$ cat src/rtl/core/siue_pkg.sv
// Shared types, codes and constants of the staged image update engine.
// No dependencies.
package siue_pkg;

  localparam int unsigned AddrBits        = 20;
  localparam int unsigned PageBytesDef    = 4096;
  localparam int unsigned MaxChunkDef     = 128;
  localparam int unsigned QueueDepth      = 2;

  localparam logic [31:0] CrcPoly   = 32'hEDB88320;
  localparam logic [31:0] MetaMagic = 32'h32465055;
  localparam logic [31:0] SpLow     = 32'h20000000;
  localparam logic [31:0] SpHigh    = 32'h20040000;
  localparam logic [31:0] AllOnes   = 32'hFFFFFFFF;

  localparam logic [AddrBits-1:0] AppBaseRst    = 20'd155648;
  localparam logic [AddrBits-1:0] AppEndRst     = 20'd970752;
  localparam logic [AddrBits-1:0] CommitPageRst = 20'd966656;
  localparam logic [AddrBits-1:0] RunEndRst     = 20'd0;
  localparam logic [AddrBits-1:0] MaxImageRst   = 20'd393216;

  typedef enum logic [2:0] {
    REG_APP_BASE    = 3'd0,
    REG_APP_END     = 3'd1,
    REG_COMMIT_PAGE = 3'd2,
    REG_RUN_END     = 3'd3,
    REG_MAX_IMAGE   = 3'd4
  } reg_idx_e;

  typedef enum logic [2:0] {
    CMD_BEGIN  = 3'd0,
    CMD_HEADER = 3'd1,
    CMD_WORD   = 3'd2,
    CMD_END    = 3'd3,
    CMD_ABORT  = 3'd4,
    CMD_BAD    = 3'd7
  } cmd_e;

  typedef enum logic [2:0] {
    ST_OK     = 3'd0,
    ST_BOUNDS = 3'd1,
    ST_STATE  = 3'd2,
    ST_OFFSET = 3'd3,
    ST_CRC    = 3'd4,
    ST_VECTOR = 3'd5
  } status_e;

  typedef enum logic [1:0] {
    OP_NONE  = 2'd0,
    OP_ERASE = 2'd1,
    OP_WRITE = 2'd2
  } op_e;

  typedef struct packed {
    logic [AddrBits-1:0] code_base;
    logic [AddrBits-1:0] app_end;
    logic [AddrBits-1:0] commit_page;
    logic [AddrBits-1:0] run_end;
    logic [AddrBits-1:0] max_image;
  } cfg_t;

  typedef struct packed {
    cmd_e        cmd;
    logic [31:0] size_or_offset;
    logic [31:0] expected_crc;
    logic [7:0]  chunk_len;
    logic [31:0] data_word;
  } item_t;

  typedef struct packed {
    status_e             status;
    logic [AddrBits-1:0] next_offset;
    op_e                 op;
    logic [AddrBits-1:0] addr;
    logic [31:0]         data;
    logic                last;
  } res_t;

  // CRC-32 (reflected) over one little-endian word; a pure XOR network
  function automatic logic [31:0] crc_word(input logic [31:0] crc_in, input logic [31:0] w);
    logic [31:0] c;
    c = crc_in ^ w;
    for (int i = 0; i < 32; i++) begin
      c = (c >> 1) ^ (CrcPoly & {32{c[0]}});
    end
    return c;
  endfunction

  function automatic cmd_e classify(input logic [2:0] code);
    cmd_e c;
    case (code)
      3'd0:    c = CMD_BEGIN;
      3'd1:    c = CMD_HEADER;
      3'd2:    c = CMD_WORD;
      3'd3:    c = CMD_END;
      3'd4:    c = CMD_ABORT;
      default: c = CMD_BAD;
    endcase
    return c;
  endfunction

endpackage

$ cat src/rtl/core/siue_queue.sv
// Front part: accepts commands, classifies the opcode and queues them.
// Depends on siue_pkg.
module siue_queue (
  input  logic                 clk_i,
  input  logic                 rst_ni,
  input  logic                 in_valid_i,
  output logic                 in_stall_o,
  input  logic [2:0]           command_i,
  input  logic [31:0]          size_or_offset_i,
  input  logic [31:0]          expected_crc_i,
  input  logic [7:0]           chunk_len_i,
  input  logic [31:0]          data_word_i,
  output logic                 q_valid_o,
  input  logic                 q_pop_i,
  output siue_pkg::item_t      q_item_o
);
  import siue_pkg::*;

  item_t       mem_q [QueueDepth];
  logic        wr_ptr_q, wr_ptr_d;
  logic        rd_ptr_q, rd_ptr_d;
  logic [1:0]  count_q, count_d;
  logic        push;
  logic        pop;

  assign in_stall_o = (count_q == 2'(QueueDepth));
  assign q_valid_o  = (count_q != 2'd0);
  assign q_item_o   = mem_q[rd_ptr_q];
  assign push       = in_valid_i && !in_stall_o;
  assign pop        = q_pop_i && q_valid_o;

  always_comb begin
    wr_ptr_d = push ? ~wr_ptr_q : wr_ptr_q;
    rd_ptr_d = pop ? ~rd_ptr_q : rd_ptr_q;
    count_d  = count_q + 2'(push) - 2'(pop);
  end

  always_ff @(posedge clk_i or negedge rst_ni) begin
    if (!rst_ni) begin
      wr_ptr_q <= 1'b0;
      rd_ptr_q <= 1'b0;
      count_q  <= 2'd0;
    end else begin
      wr_ptr_q <= wr_ptr_d;
      rd_ptr_q <= rd_ptr_d;
      count_q  <= count_d;
    end
  end

  always_ff @(posedge clk_i) begin
    if (push) begin
      mem_q[wr_ptr_q] <= '{cmd: classify(command_i), size_or_offset: size_or_offset_i,
                            expected_crc: expected_crc_i, chunk_len: chunk_len_i,
                            data_word: data_word_i};
    end
  end

endmodule

$ cat src/rtl/core/siue_exec.sv
// Back part: runs one queued command at a time, issuing one flash request per
// cycle into an output register whenever it is free. Depends on siue_pkg.
module siue_exec #(
  parameter int unsigned PAGE_BYTES      = siue_pkg::PageBytesDef,
  parameter int unsigned MAX_CHUNK_BYTES = siue_pkg::MaxChunkDef
) (
  input  logic            clk_i,
  input  logic            rst_ni,
  input  siue_pkg::cfg_t  cfg_i,
  input  logic            q_valid_i,
  output logic            q_pop_o,
  input  siue_pkg::item_t q_item_i,
  output logic            out_valid_o,
  input  logic            out_stall_i,
  output siue_pkg::res_t  out_res_o
);
  import siue_pkg::*;

  localparam logic [AddrBits-1:0] PageMask = AddrBits'(PAGE_BYTES - 1);
  localparam logic [AddrBits:0]   PageAdd  = (AddrBits + 1)'(PAGE_BYTES);
  localparam logic [7:0]          MaxChunk = 8'(MAX_CHUNK_BYTES);

  item_t cur_q;
  logic  busy_q, busy_d;
  logic [2:0]  k_q, k_d;
  logic [31:0] mcrc_q, mcrc_d;

  logic                active_q, active_d;
  logic [AddrBits-1:0] size_q, size_d;
  logic [31:0]         tcrc_q, tcrc_d;
  logic [AddrBits-1:0] sbase_q, sbase_d;
  logic [AddrBits-1:0] wo_q, wo_d;
  logic [AddrBits-1:0] erased_q, erased_d;
  logic [31:0]         rcrc_q, rcrc_d;
  logic [5:0]          cwl_q, cwl_d;
  logic                cwrite_q, cwrite_d;
  logic [31:0]         stack_q, stack_d;
  logic [31:0]         rvec_q, rvec_d;
  logic                armed_q, armed_d;

  logic out_valid_q;
  res_t res_q, res;
  logic out_free, emit;

  logic                begin_bad;
  logic [AddrBits-1:0] base;
  logic [32:0]         hdr_sum;
  status_e             hdr_st;
  logic                hdr_take;
  logic [AddrBits:0]   word_end;
  logic                word_skip;
  logic                vec_ok;
  logic [2:0]          k_m1;

  function automatic logic [31:0] meta_word(input logic [2:0] idx,
                                            input logic [AddrBits-1:0] sz,
                                            input logic [31:0] tc,
                                            input logic [AddrBits-1:0] sb);
    logic [31:0] w;
    case (idx)
      3'd0:    w = MetaMagic;
      3'd1:    w = 32'(sz);
      3'd2:    w = tc;
      default: w = 32'(sb);
    endcase
    return w;
  endfunction

  assign out_free    = !out_valid_q || !out_stall_i;
  assign emit        = busy_q && out_free;
  assign q_pop_o     = q_valid_i && (!busy_q || (emit && res.last));
  assign out_valid_o = out_valid_q;
  assign out_res_o   = res_q;

  always_comb begin
    base      = (cfg_i.commit_page - cur_q.size_or_offset[AddrBits-1:0]) & ~PageMask;
    begin_bad = (cur_q.size_or_offset == 32'd0)
             || (cur_q.size_or_offset > 32'(cfg_i.max_image))
             || (cur_q.size_or_offset[1:0] != 2'd0)
             || (cur_q.size_or_offset > 32'(cfg_i.commit_page))
             || ({1'b0, base} < ({1'b0, cfg_i.run_end} + PageAdd));

    hdr_sum  = {1'b0, cur_q.size_or_offset} + 33'(cur_q.chunk_len);
    hdr_take = 1'b0;
    if (!active_q) begin
      hdr_st = ST_STATE;
    end else if (cur_q.chunk_len == 8'd0 || cur_q.chunk_len > MaxChunk
                 || cur_q.chunk_len[1:0] != 2'd0 || hdr_sum > 33'(size_q)) begin
      hdr_st = ST_BOUNDS;
    end else if (cur_q.size_or_offset == 32'(wo_q)) begin
      hdr_st   = ST_OK;
      hdr_take = 1'b1;
    end else if (cur_q.size_or_offset < 32'(wo_q) && hdr_sum <= 33'(wo_q)) begin
      hdr_st = ST_OK;
    end else begin
      hdr_st = ST_OFFSET;
    end

    word_end  = {1'b0, sbase_q} + {1'b0, wo_q} + (AddrBits + 1)'(4);
    word_skip = !active_q || !cwrite_q || (cwl_q == 6'd0);

    vec_ok = (size_q >= AddrBits'(8)) && (stack_q >= SpLow) && (stack_q <= SpHigh)
          && (stack_q[1:0] == 2'd0) && rvec_q[0]
          && (rvec_q >= 32'(cfg_i.code_base)) && (rvec_q < 32'(cfg_i.app_end));
    k_m1 = k_q - 3'd1;
  end

  always_comb begin
    res      = '{status: ST_OK, next_offset: wo_q, op: OP_NONE, addr: '0, data: '0,
                 last: 1'b1};
    busy_d   = busy_q;
    k_d      = k_q;
    mcrc_d   = mcrc_q;
    active_d = active_q;
    size_d   = size_q;
    tcrc_d   = tcrc_q;
    sbase_d  = sbase_q;
    wo_d     = wo_q;
    erased_d = erased_q;
    rcrc_d   = rcrc_q;
    cwl_d    = cwl_q;
    cwrite_d = cwrite_q;
    stack_d  = stack_q;
    rvec_d   = rvec_q;
    armed_d  = armed_q;

    case (cur_q.cmd)
      CMD_BEGIN: begin
        res.op     = OP_ERASE;
        res.addr   = cfg_i.commit_page;
        res.status = begin_bad ? ST_BOUNDS : ST_OK;
        if (!begin_bad) res.next_offset = '0;
        if (emit) begin
          active_d = 1'b0;
          armed_d  = 1'b0;
          cwrite_d = 1'b0;
          cwl_d    = '0;
          if (!begin_bad) begin
            size_d   = cur_q.size_or_offset[AddrBits-1:0];
            tcrc_d   = cur_q.expected_crc;
            sbase_d  = base;
            wo_d     = '0;
            erased_d = base;
            rcrc_d   = AllOnes;
            stack_d  = '0;
            rvec_d   = '0;
            active_d = 1'b1;
          end
        end
      end
      CMD_HEADER: begin
        res.status = hdr_st;
        if (emit) begin
          cwl_d    = cur_q.chunk_len[7:2];
          cwrite_d = hdr_take;
        end
      end
      CMD_WORD: begin
        if (word_skip) begin
          res.status = active_q ? ST_OK : ST_STATE;
          if (emit) begin
            if (cwl_q != 6'd0) cwl_d = cwl_q - 6'd1;
            if (cwl_q <= 6'd1) cwrite_d = 1'b0;
          end
        end else if (({1'b0, erased_q} < word_end) && (k_q < 3'd2)) begin
          // erase the next page before writing into it
          res.op   = OP_ERASE;
          res.addr = erased_q;
          res.last = 1'b0;
          if (emit) begin
            erased_d = erased_q + PageAdd[AddrBits-1:0];
            k_d      = k_q + 3'd1;
          end
        end else begin
          res.op          = OP_WRITE;
          res.addr        = sbase_q + wo_q;
          res.data        = cur_q.data_word;
          res.next_offset = wo_q + AddrBits'(4);
          if (emit) begin
            rcrc_d = crc_word(rcrc_q, cur_q.data_word);
            if (wo_q == AddrBits'(0)) stack_d = cur_q.data_word;
            else if (wo_q == AddrBits'(4)) rvec_d = cur_q.data_word;
            wo_d  = wo_q + AddrBits'(4);
            cwl_d = cwl_q - 6'd1;
            if (cwl_q == 6'd1) cwrite_d = 1'b0;
          end
        end
      end
      CMD_END: begin
        if (!active_q) begin
          res.status = (armed_q && size_q != '0) ? ST_OK : ST_STATE;
        end else if (wo_q != size_q) begin
          res.status = ST_STATE;
        end else if ((rcrc_q ^ AllOnes) != tcrc_q || !vec_ok) begin
          res.status = ((rcrc_q ^ AllOnes) != tcrc_q) ? ST_CRC : ST_VECTOR;
          if (emit) begin
            active_d = 1'b0;
            cwrite_d = 1'b0;
            cwl_d    = '0;
          end
        end else begin
          // commit run: erase, then magic, size, crc, base, record crc
          res.last = (k_q == 3'd5);
          if (k_q == 3'd0) begin
            res.op   = OP_ERASE;
            res.addr = cfg_i.commit_page;
          end else begin
            res.op   = OP_WRITE;
            res.addr = cfg_i.commit_page + AddrBits'({k_m1, 2'b00});
            res.data = (k_q == 3'd5) ? (mcrc_q ^ AllOnes)
                                     : meta_word(k_m1, size_q, tcrc_q, sbase_q);
          end
          if (emit) begin
            k_d = k_q + 3'd1;
            if (k_q < 3'd4) mcrc_d = crc_word(mcrc_q, meta_word(k_q, size_q, tcrc_q, sbase_q));
            if (k_q == 3'd5) begin
              active_d = 1'b0;
              cwrite_d = 1'b0;
              cwl_d    = '0;
              armed_d  = 1'b1;
            end
          end
        end
      end
      CMD_ABORT: begin
        res.op   = OP_ERASE;
        res.addr = cfg_i.commit_page;
        if (emit) begin
          active_d = 1'b0;
          armed_d  = 1'b0;
          cwrite_d = 1'b0;
          cwl_d    = '0;
        end
      end
      default: begin
        res.status = ST_STATE;
      end
    endcase

    if (emit && res.last) busy_d = 1'b0;
    if (q_pop_o) begin
      busy_d = 1'b1;
      k_d    = '0;
      mcrc_d = AllOnes;
    end
  end

  always_ff @(posedge clk_i or negedge rst_ni) begin
    if (!rst_ni) begin
      busy_q      <= 1'b0;
      k_q         <= '0;
      out_valid_q <= 1'b0;
      active_q    <= 1'b0;
      size_q      <= '0;
      tcrc_q      <= '0;
      sbase_q     <= '0;
      wo_q        <= '0;
      erased_q    <= '0;
      rcrc_q      <= AllOnes;
      cwl_q       <= '0;
      cwrite_q    <= 1'b0;
      stack_q     <= '0;
      rvec_q      <= '0;
      armed_q     <= 1'b0;
    end else begin
      busy_q      <= busy_d;
      k_q         <= k_d;
      out_valid_q <= emit || (out_valid_q && out_stall_i);
      active_q    <= active_d;
      size_q      <= size_d;
      tcrc_q      <= tcrc_d;
      sbase_q     <= sbase_d;
      wo_q        <= wo_d;
      erased_q    <= erased_d;
      rcrc_q      <= rcrc_d;
      cwl_q       <= cwl_d;
      cwrite_q    <= cwrite_d;
      stack_q     <= stack_d;
      rvec_q      <= rvec_d;
      armed_q     <= armed_d;
    end
  end

  always_ff @(posedge clk_i) begin
    mcrc_q <= mcrc_d;
    if (q_pop_o) cur_q <= q_item_i;
    if (emit) res_q <= res;
  end

endmodule

$ cat src/rtl/core/staged_image_update_engine_top.sv
// Top level of the staged image update engine: configuration registers,
// command queue and executor. Depends on siue_pkg, siue_queue, siue_exec.
//
// Each accepted command yields a run of one to six result words, the last one
// flagged with out_last_o and carrying the status. The executor issues one
// result word per cycle whenever the output register is free: a data word
// yields up to two page erases and the write, and a successful end yields
// an erase and five metadata writes. A two-entry queue in front keeps
// accepting commands while results wait to be taken.
module staged_image_update_engine_top #(
  parameter int unsigned PAGE_BYTES      = siue_pkg::PageBytesDef,
  parameter int unsigned MAX_CHUNK_BYTES = siue_pkg::MaxChunkDef
) (
  input  logic        clk_i,
  input  logic        rst_ni,
  input  logic        cfg_we_i,
  input  logic [2:0]  cfg_idx_i,
  input  logic [19:0] cfg_data_i,
  input  logic        in_valid_i,
  output logic        in_stall_o,
  input  logic [2:0]  in_command_i,
  input  logic [31:0] in_size_or_offset_i,
  input  logic [31:0] in_expected_crc_i,
  input  logic [7:0]  in_chunk_len_i,
  input  logic [31:0] in_data_word_i,
  output logic        out_valid_o,
  input  logic        out_stall_i,
  output logic [2:0]  out_status_o,
  output logic [19:0] out_next_offset_o,
  output logic [1:0]  out_flash_op_o,
  output logic [19:0] out_flash_addr_o,
  output logic [31:0] out_flash_data_o,
  output logic        out_last_o
);
  import siue_pkg::*;

  cfg_t  cfg_q;
  item_t q_item;
  logic  q_valid;
  logic  q_pop;
  res_t  res;

  always_ff @(posedge clk_i or negedge rst_ni) begin
    if (!rst_ni) begin
      cfg_q <= '{code_base: AppBaseRst, app_end: AppEndRst, commit_page: CommitPageRst,
                 run_end: RunEndRst, max_image: MaxImageRst};
    end else if (cfg_we_i) begin
      case (cfg_idx_i)
        REG_APP_BASE:    cfg_q.code_base   <= cfg_data_i;
        REG_APP_END:     cfg_q.app_end     <= cfg_data_i;
        REG_COMMIT_PAGE: cfg_q.commit_page <= cfg_data_i;
        REG_RUN_END:     cfg_q.run_end     <= cfg_data_i;
        REG_MAX_IMAGE:   cfg_q.max_image   <= cfg_data_i;
        default: ;
      endcase
    end
  end

  siue_queue u_queue (
    .clk_i            (clk_i),
    .rst_ni           (rst_ni),
    .in_valid_i       (in_valid_i),
    .in_stall_o       (in_stall_o),
    .command_i        (in_command_i),
    .size_or_offset_i (in_size_or_offset_i),
    .expected_crc_i   (in_expected_crc_i),
    .chunk_len_i      (in_chunk_len_i),
    .data_word_i      (in_data_word_i),
    .q_valid_o        (q_valid),
    .q_pop_i          (q_pop),
    .q_item_o         (q_item)
  );

  siue_exec #(
    .PAGE_BYTES      (PAGE_BYTES),
    .MAX_CHUNK_BYTES (MAX_CHUNK_BYTES)
  ) u_exec (
    .clk_i       (clk_i),
    .rst_ni      (rst_ni),
    .cfg_i       (cfg_q),
    .q_valid_i   (q_valid),
    .q_pop_o     (q_pop),
    .q_item_i    (q_item),
    .out_valid_o (out_valid_o),
    .out_stall_i (out_stall_i),
    .out_res_o   (res)
  );

  assign out_status_o      = res.status;
  assign out_next_offset_o = res.next_offset;
  assign out_flash_op_o    = res.op;
  assign out_flash_addr_o  = res.addr;
  assign out_flash_data_o  = res.data;
  assign out_last_o        = res.last;

  a_status_on_last: assert property (@(posedge clk_i) disable iff (!rst_ni)
    out_valid_o && !out_last_o |-> out_status_o == ST_OK)
    else $error("non-final result carries a status");

  a_idle_addr: assert property (@(posedge clk_i) disable iff (!rst_ni)
    out_valid_o && out_flash_op_o == OP_NONE |-> out_flash_addr_o == '0)
    else $error("address on a result without flash request");

  a_data_only_write: assert property (@(posedge clk_i) disable iff (!rst_ni)
    out_valid_o && out_flash_op_o != OP_WRITE |-> out_flash_data_o == '0)
    else $error("data on a result that is not a write");

endmodule

$ cat config.mk
export PLATFORM = sky130hd
export DESIGN_NAME = staged_image_update_engine_top
export DESIGN_NICKNAME = d
export VERILOG_FILES = /design/src/rtl/core/siue_pkg.sv /design/src/rtl/core/siue_queue.sv /design/src/rtl/core/siue_exec.sv /design/src/rtl/core/staged_image_update_engine_top.sv
export SDC_FILE = /design/constraint.sdc
export NUM_CORES = 2
export LEC_CHECK = 0
export BUFFER_PORTS_ARGS = -buffer_cell sky130_fd_sc_hd__buf_4
export CAP_MARGIN = 40
export CORE_MARGIN = 2
export CORE_UTILIZATION = 56
export DETAILED_ROUTE_END_ITERATION = 16
export PLACE_DENSITY = 0.74
export SYNTH_ARGS = -nofsm -noshare
export SYNTH_HDL_FRONTEND = slang
export SYNTH_HIERARCHICAL = 1
export SYNTH_SLANG_ARGS = --single-unit
$ cat constraint.sdc
create_clock -name clk_i -period 6.8 [get_ports clk_i]
set_input_delay 1.36 -clock clk_i [delete_from_list [all_inputs] [get_ports clk_i]]
set_output_delay 1.36 -clock clk_i [all_outputs]
set_load 0.01 [all_outputs]
==> summary.md <==
| Metric | Value |
|---|---|
| Post-CTS Repair Setup Buffers | 0 |
| Final period utilization | between 90% and 100% |
| Input/output buffers | about 210 |
| Vias | a little under 30,000 |
| Post-synth EDFFs | 399 |
| Worst setup SP type | flip-flop |
| Hold path depth | 1 |
| Clk slew on worst S/H paths | approximately 60 ps |
| First-pass GRT wire length | 188,000 um |
| Vias/cell | ~6 |
| Yosys reg bits | approximately 730 |
| CTS tree | yes |
| Area share of the largest cell type after synthesis | 28.2% |
| GRT busiest layer | met1 |
| Status | finished clean |
| Ys async rst share | between 40% and 50% |
| CP max stage delay | approximately 740 ps |
| FF-to-FF setup slack | approximately 500 ps |
| Post-synthesis simple-gate area fraction | under 10% |
| Clock root cell | clkbuf_16 |
| Part of the Yosys area used for sequential elements | between 40% and 50% |
| Worst-Skew Late Latency | 660 ps |
| Detail Route Antenna Nets | 0 |
| HP Class | reg2reg |
| Post-CTS Hold Fix Bufs | 0 |
| FF-to-FF path depth | 27 |
| GR Util met3 | around 6.7% |
| Synthesized area per cell | 12.1 um^2 |
| IO Pins | ~220 |
| Total GRT Usage | 32.6% |
| Layout cell share with drive strength beyond 1 | a little over a fifth |
| Detailed Route WL | about 130,000 um |
| Most common cell in the netlist | edfxtp_1 |
| Synth-to-layout area growth | 13.2% |
| Initial DRC Count | approximately 3,800 |
| Post-synthesis mux area share | just under 9% |
| Top_reg_cell synth | edfxtp_1 |
| Clock skew | a little over 40 ps |
| Max-Cap Viols | 0 |
| FMAX | about 160 MHz |
| GPL Wtd Cong | 1.02 |
| Die Ht | 279 um |
| RSZ-0062 raised after global routing | false |
| End of the critical path | u_exec/stack_q[22] |
| Mapped Area | 0.0425 mm^2 |
| Crit path arrival time | slightly below 7000 ps |
| 1st-pass router iterations | 6 |
| Worst Path Required | between 7000 and 8000 ps |
| Most Frequent Cell on Critical Path | o21a_1 |
| Total CTS buffers | a little under 80 |
| CP Launch Point | u_exec/cur_q[73] |
| Synth top area cells | edfxtp_1 (28%), dfrtp_1 (15%), xnor2_1 (8.1%), ha_1 (6.2%), mux2_2 (6.2%) |
| Syn Inst Count | around 3,500 |
| Clock H-tree levels | 3 |
| Avg WL per Cell | approximately 27 um |
| Core footprint | ~0.075 mm^2 |
| Synth area leader | edfxtp_1 |
| Commonest cells post-synth | edfxtp_1 (399), xnor2_1 (391), dfrtp_1 (254) |
| Synth Area in XOR/XNOR | approximately 17% |
| FF-to-FF End | u_exec/stack_q[22] |
| GR Util met2 | between 40% and 50% |
| Synthesis Warnings | 6 |
| Setup Crit Path Kind | reg2reg |
| Number of global-route vias before repair | 28,612 |
| Reg2reg start | u_exec/cur_q[73] |
| Initial Util | 56.9% |
| Slew @ Worst Pin | between 900 and 1000 ps |
| Critical Path Fanout Max | 32 |
| Crit-path slowest cell | a31oi_1 |
| Pins Over Slew Limit | 0 |
| Post-DP HPWL | 95,400 um |
| Post-synthesis cell type count | roughly 80 |
| Fill cells | ~5,700 |
| Final #Nets | slightly above 4,000 |
| Worst rel slew slack | a little under two fifths |
| Post-layout min period | roughly 6300 ps |
| Number of antenna violations at the first check in global routing | 6 |
| FP Rows | 100 |
| Met1 usage | 47.5% |
| Cts repair resizes | 0 |
| Largest family of logic cells by synthesized area | XOR/XNOR gates |
| CTS Sinks | between 700 and 800 |
| Adder-cell share of the synthesized area | under 10% |
| Largest net degree at the start of global routing | 162 |
| Hold Fails Final Rpt | 0 |
| Syn Nets | 3,855 |
| Die ar. | around 0.078 mm^2 |
| Compound-Gate Fraction of Synth Area | 9.34% |
| DR DRC count | 0 |
| Die W | about 280 um |
| CP Capture Type | flip-flop |
| Total congestion overflow | 0 |
| CTS Buffer Depth | 3 |
| Final setup fails | 0 |
| Setup_tns | 0 ps |
-- how the worst min path moves through the flow --
stage                           startpoint           endpoint  slack (ps)
after floorplan           u_exec/cur_q[65]  u_exec/tcrc_q[25]         460
after global placement    u_exec/cur_q[40]   u_exec/tcrc_q[0]         460
after detailed placement  u_exec/cur_q[47]   u_exec/tcrc_q[7]         460
after CTS                 u_exec/cur_q[51]  u_exec/tcrc_q[11]         480
after global routing      u_exec/cur_q[50]  u_exec/tcrc_q[10]         490
final                     u_exec/cur_q[51]  u_exec/tcrc_q[11]         480
-- cell families after synthesis --
family,Yosys count
compound gates,590
simple gates,676
mux,324
fa+ha+maj,212
xor+xnor,657
flops,733
buf+inv,316
-- through the flow --
step / cells / util [%] / setup slack [ps] / area, um^2 / hold WS, ps
floorplan: 3508 / - / 12.1 / 42500 / 455
global placement: 4613 / 60.6 / 787 / 45200 / 457
detailed placement: 4623 / 60.8 / 722 / 45400 / 464
CTS: 4771 / 64.4 / 652 / 48100 / 480
global route: 4772 / 64.4 / 197 / 48100 / 487
finish: 4773 / 64.4 / 502 / 48100 / 475
-- worst max-delay path, delay by kind of cell (launching register included) --
kind / cells / cell delay [ps]
multiplexers: 1 / 380
XOR/XNOR: 1 / 250
AO/OA/AOI/OAI: 15 / 3160
adder cells (fa/ha/maj): 2 / 630
flip-flops: 1 / 470
buffers and inverters: 2 / 460
AND/OR/NAND/NOR: 6 / 780
-- metal layers --
layer	routed length, um	up-vias
li1	-	13026
met1	54200	14558
met2	54400	1511
met3	12300	309
met4	5940	2
met5	10	-
-- cells in the final DEF, fill, tap and decap left out, types with 14 or more instances in the layout --
| master | Yosys | final |
|---|---|---|
| nand2_1 | 181 | 181 |
| buf_4 | 3 | 269 |
| clkbuf_16 | 0 | 82 |
| nand4_1 | 45 | 45 |
| xnor2_2 | 42 | 42 |
| a221oi_1 | 14 | 14 |
| o22ai_1 | 16 | 16 |
| xor2_2 | 15 | 15 |
| xnor3_1 | 25 | 25 |
| mux2_2 | 232 | 232 |
| dfrtp_1 | 254 | 253 |
| nor4_1 | 38 | 38 |
| mux2_1 | 66 | 66 |
| o211ai_1 | 29 | 29 |
| a2bb2oi_1 | 21 | 21 |
| a21oi_1 | 86 | 86 |
| a31oi_1 | 21 | 21 |
| nand3_1 | 35 | 35 |
| mux2_4 | 20 | 20 |
| dfxtp_1 | 32 | 32 |
| nor2_1 | 153 | 149 |
| nor2b_1 | 24 | 24 |
| nor3_1 | 51 | 48 |
| a21o_1 | 63 | 63 |
| nand2b_1 | 22 | 22 |
| and2_1 | 46 | 46 |
| clkbuf_1 | 96 | 22 |
| edfxtp_1 | 399 | 399 |
| and3_1 | 27 | 26 |
| inv_1 | 181 | 179 |
| a22o_1 | 38 | 38 |
| dfstp_2 | 48 | 48 |
| ha_1 | 209 | 209 |
| xor2_1 | 145 | 145 |
| xnor2_4 | 28 | 28 |
| o21ai_0 | 142 | 142 |
| a22oi_1 | 36 | 36 |
| o21a_1 | 35 | 35 |
| xnor2_1 | 391 | 391 |
-- area by class of cell --
type                            instances  area [um^2]  share of cell area (%)
Inverter                              181          686                    1.43
Multi-Input combinational cell       2459        21000                    43.7
Antenna cell                            1         2.50                 0.00520
Timing Repair Buffer                  282         2220                    4.62
Sequential cell                       733        20200                    42.1
Clock buffer                          114         2270                    4.72
Clock inverter                         34          423                   0.879
Tap cell                              969         1210                    2.52
-- sequential cells by signal, indices dropped and copies added, names as in the netlist, 2 cells and up --
register and flops:
u_exec/cwl_q 6, u_exec/wo_q 20, u_exec/stack_q 32, u_queue/count_q 2
u_exec/rcrc_q 32, u_exec/mcrc_q 32, u_exec/size_q 20, u_exec/rvec_q 32
cfg_q 100, u_exec/sbase_q 8, u_exec/cur_q 107, u_exec/tcrc_q 32
u_exec/erased_q 8, u_queue/mem_q 214, u_exec/k_q 3, u_exec/out_res_o 78
Power is not shown: default switching activity piles up to over one toggle a cycle in this logic, so the estimate is an artifact.
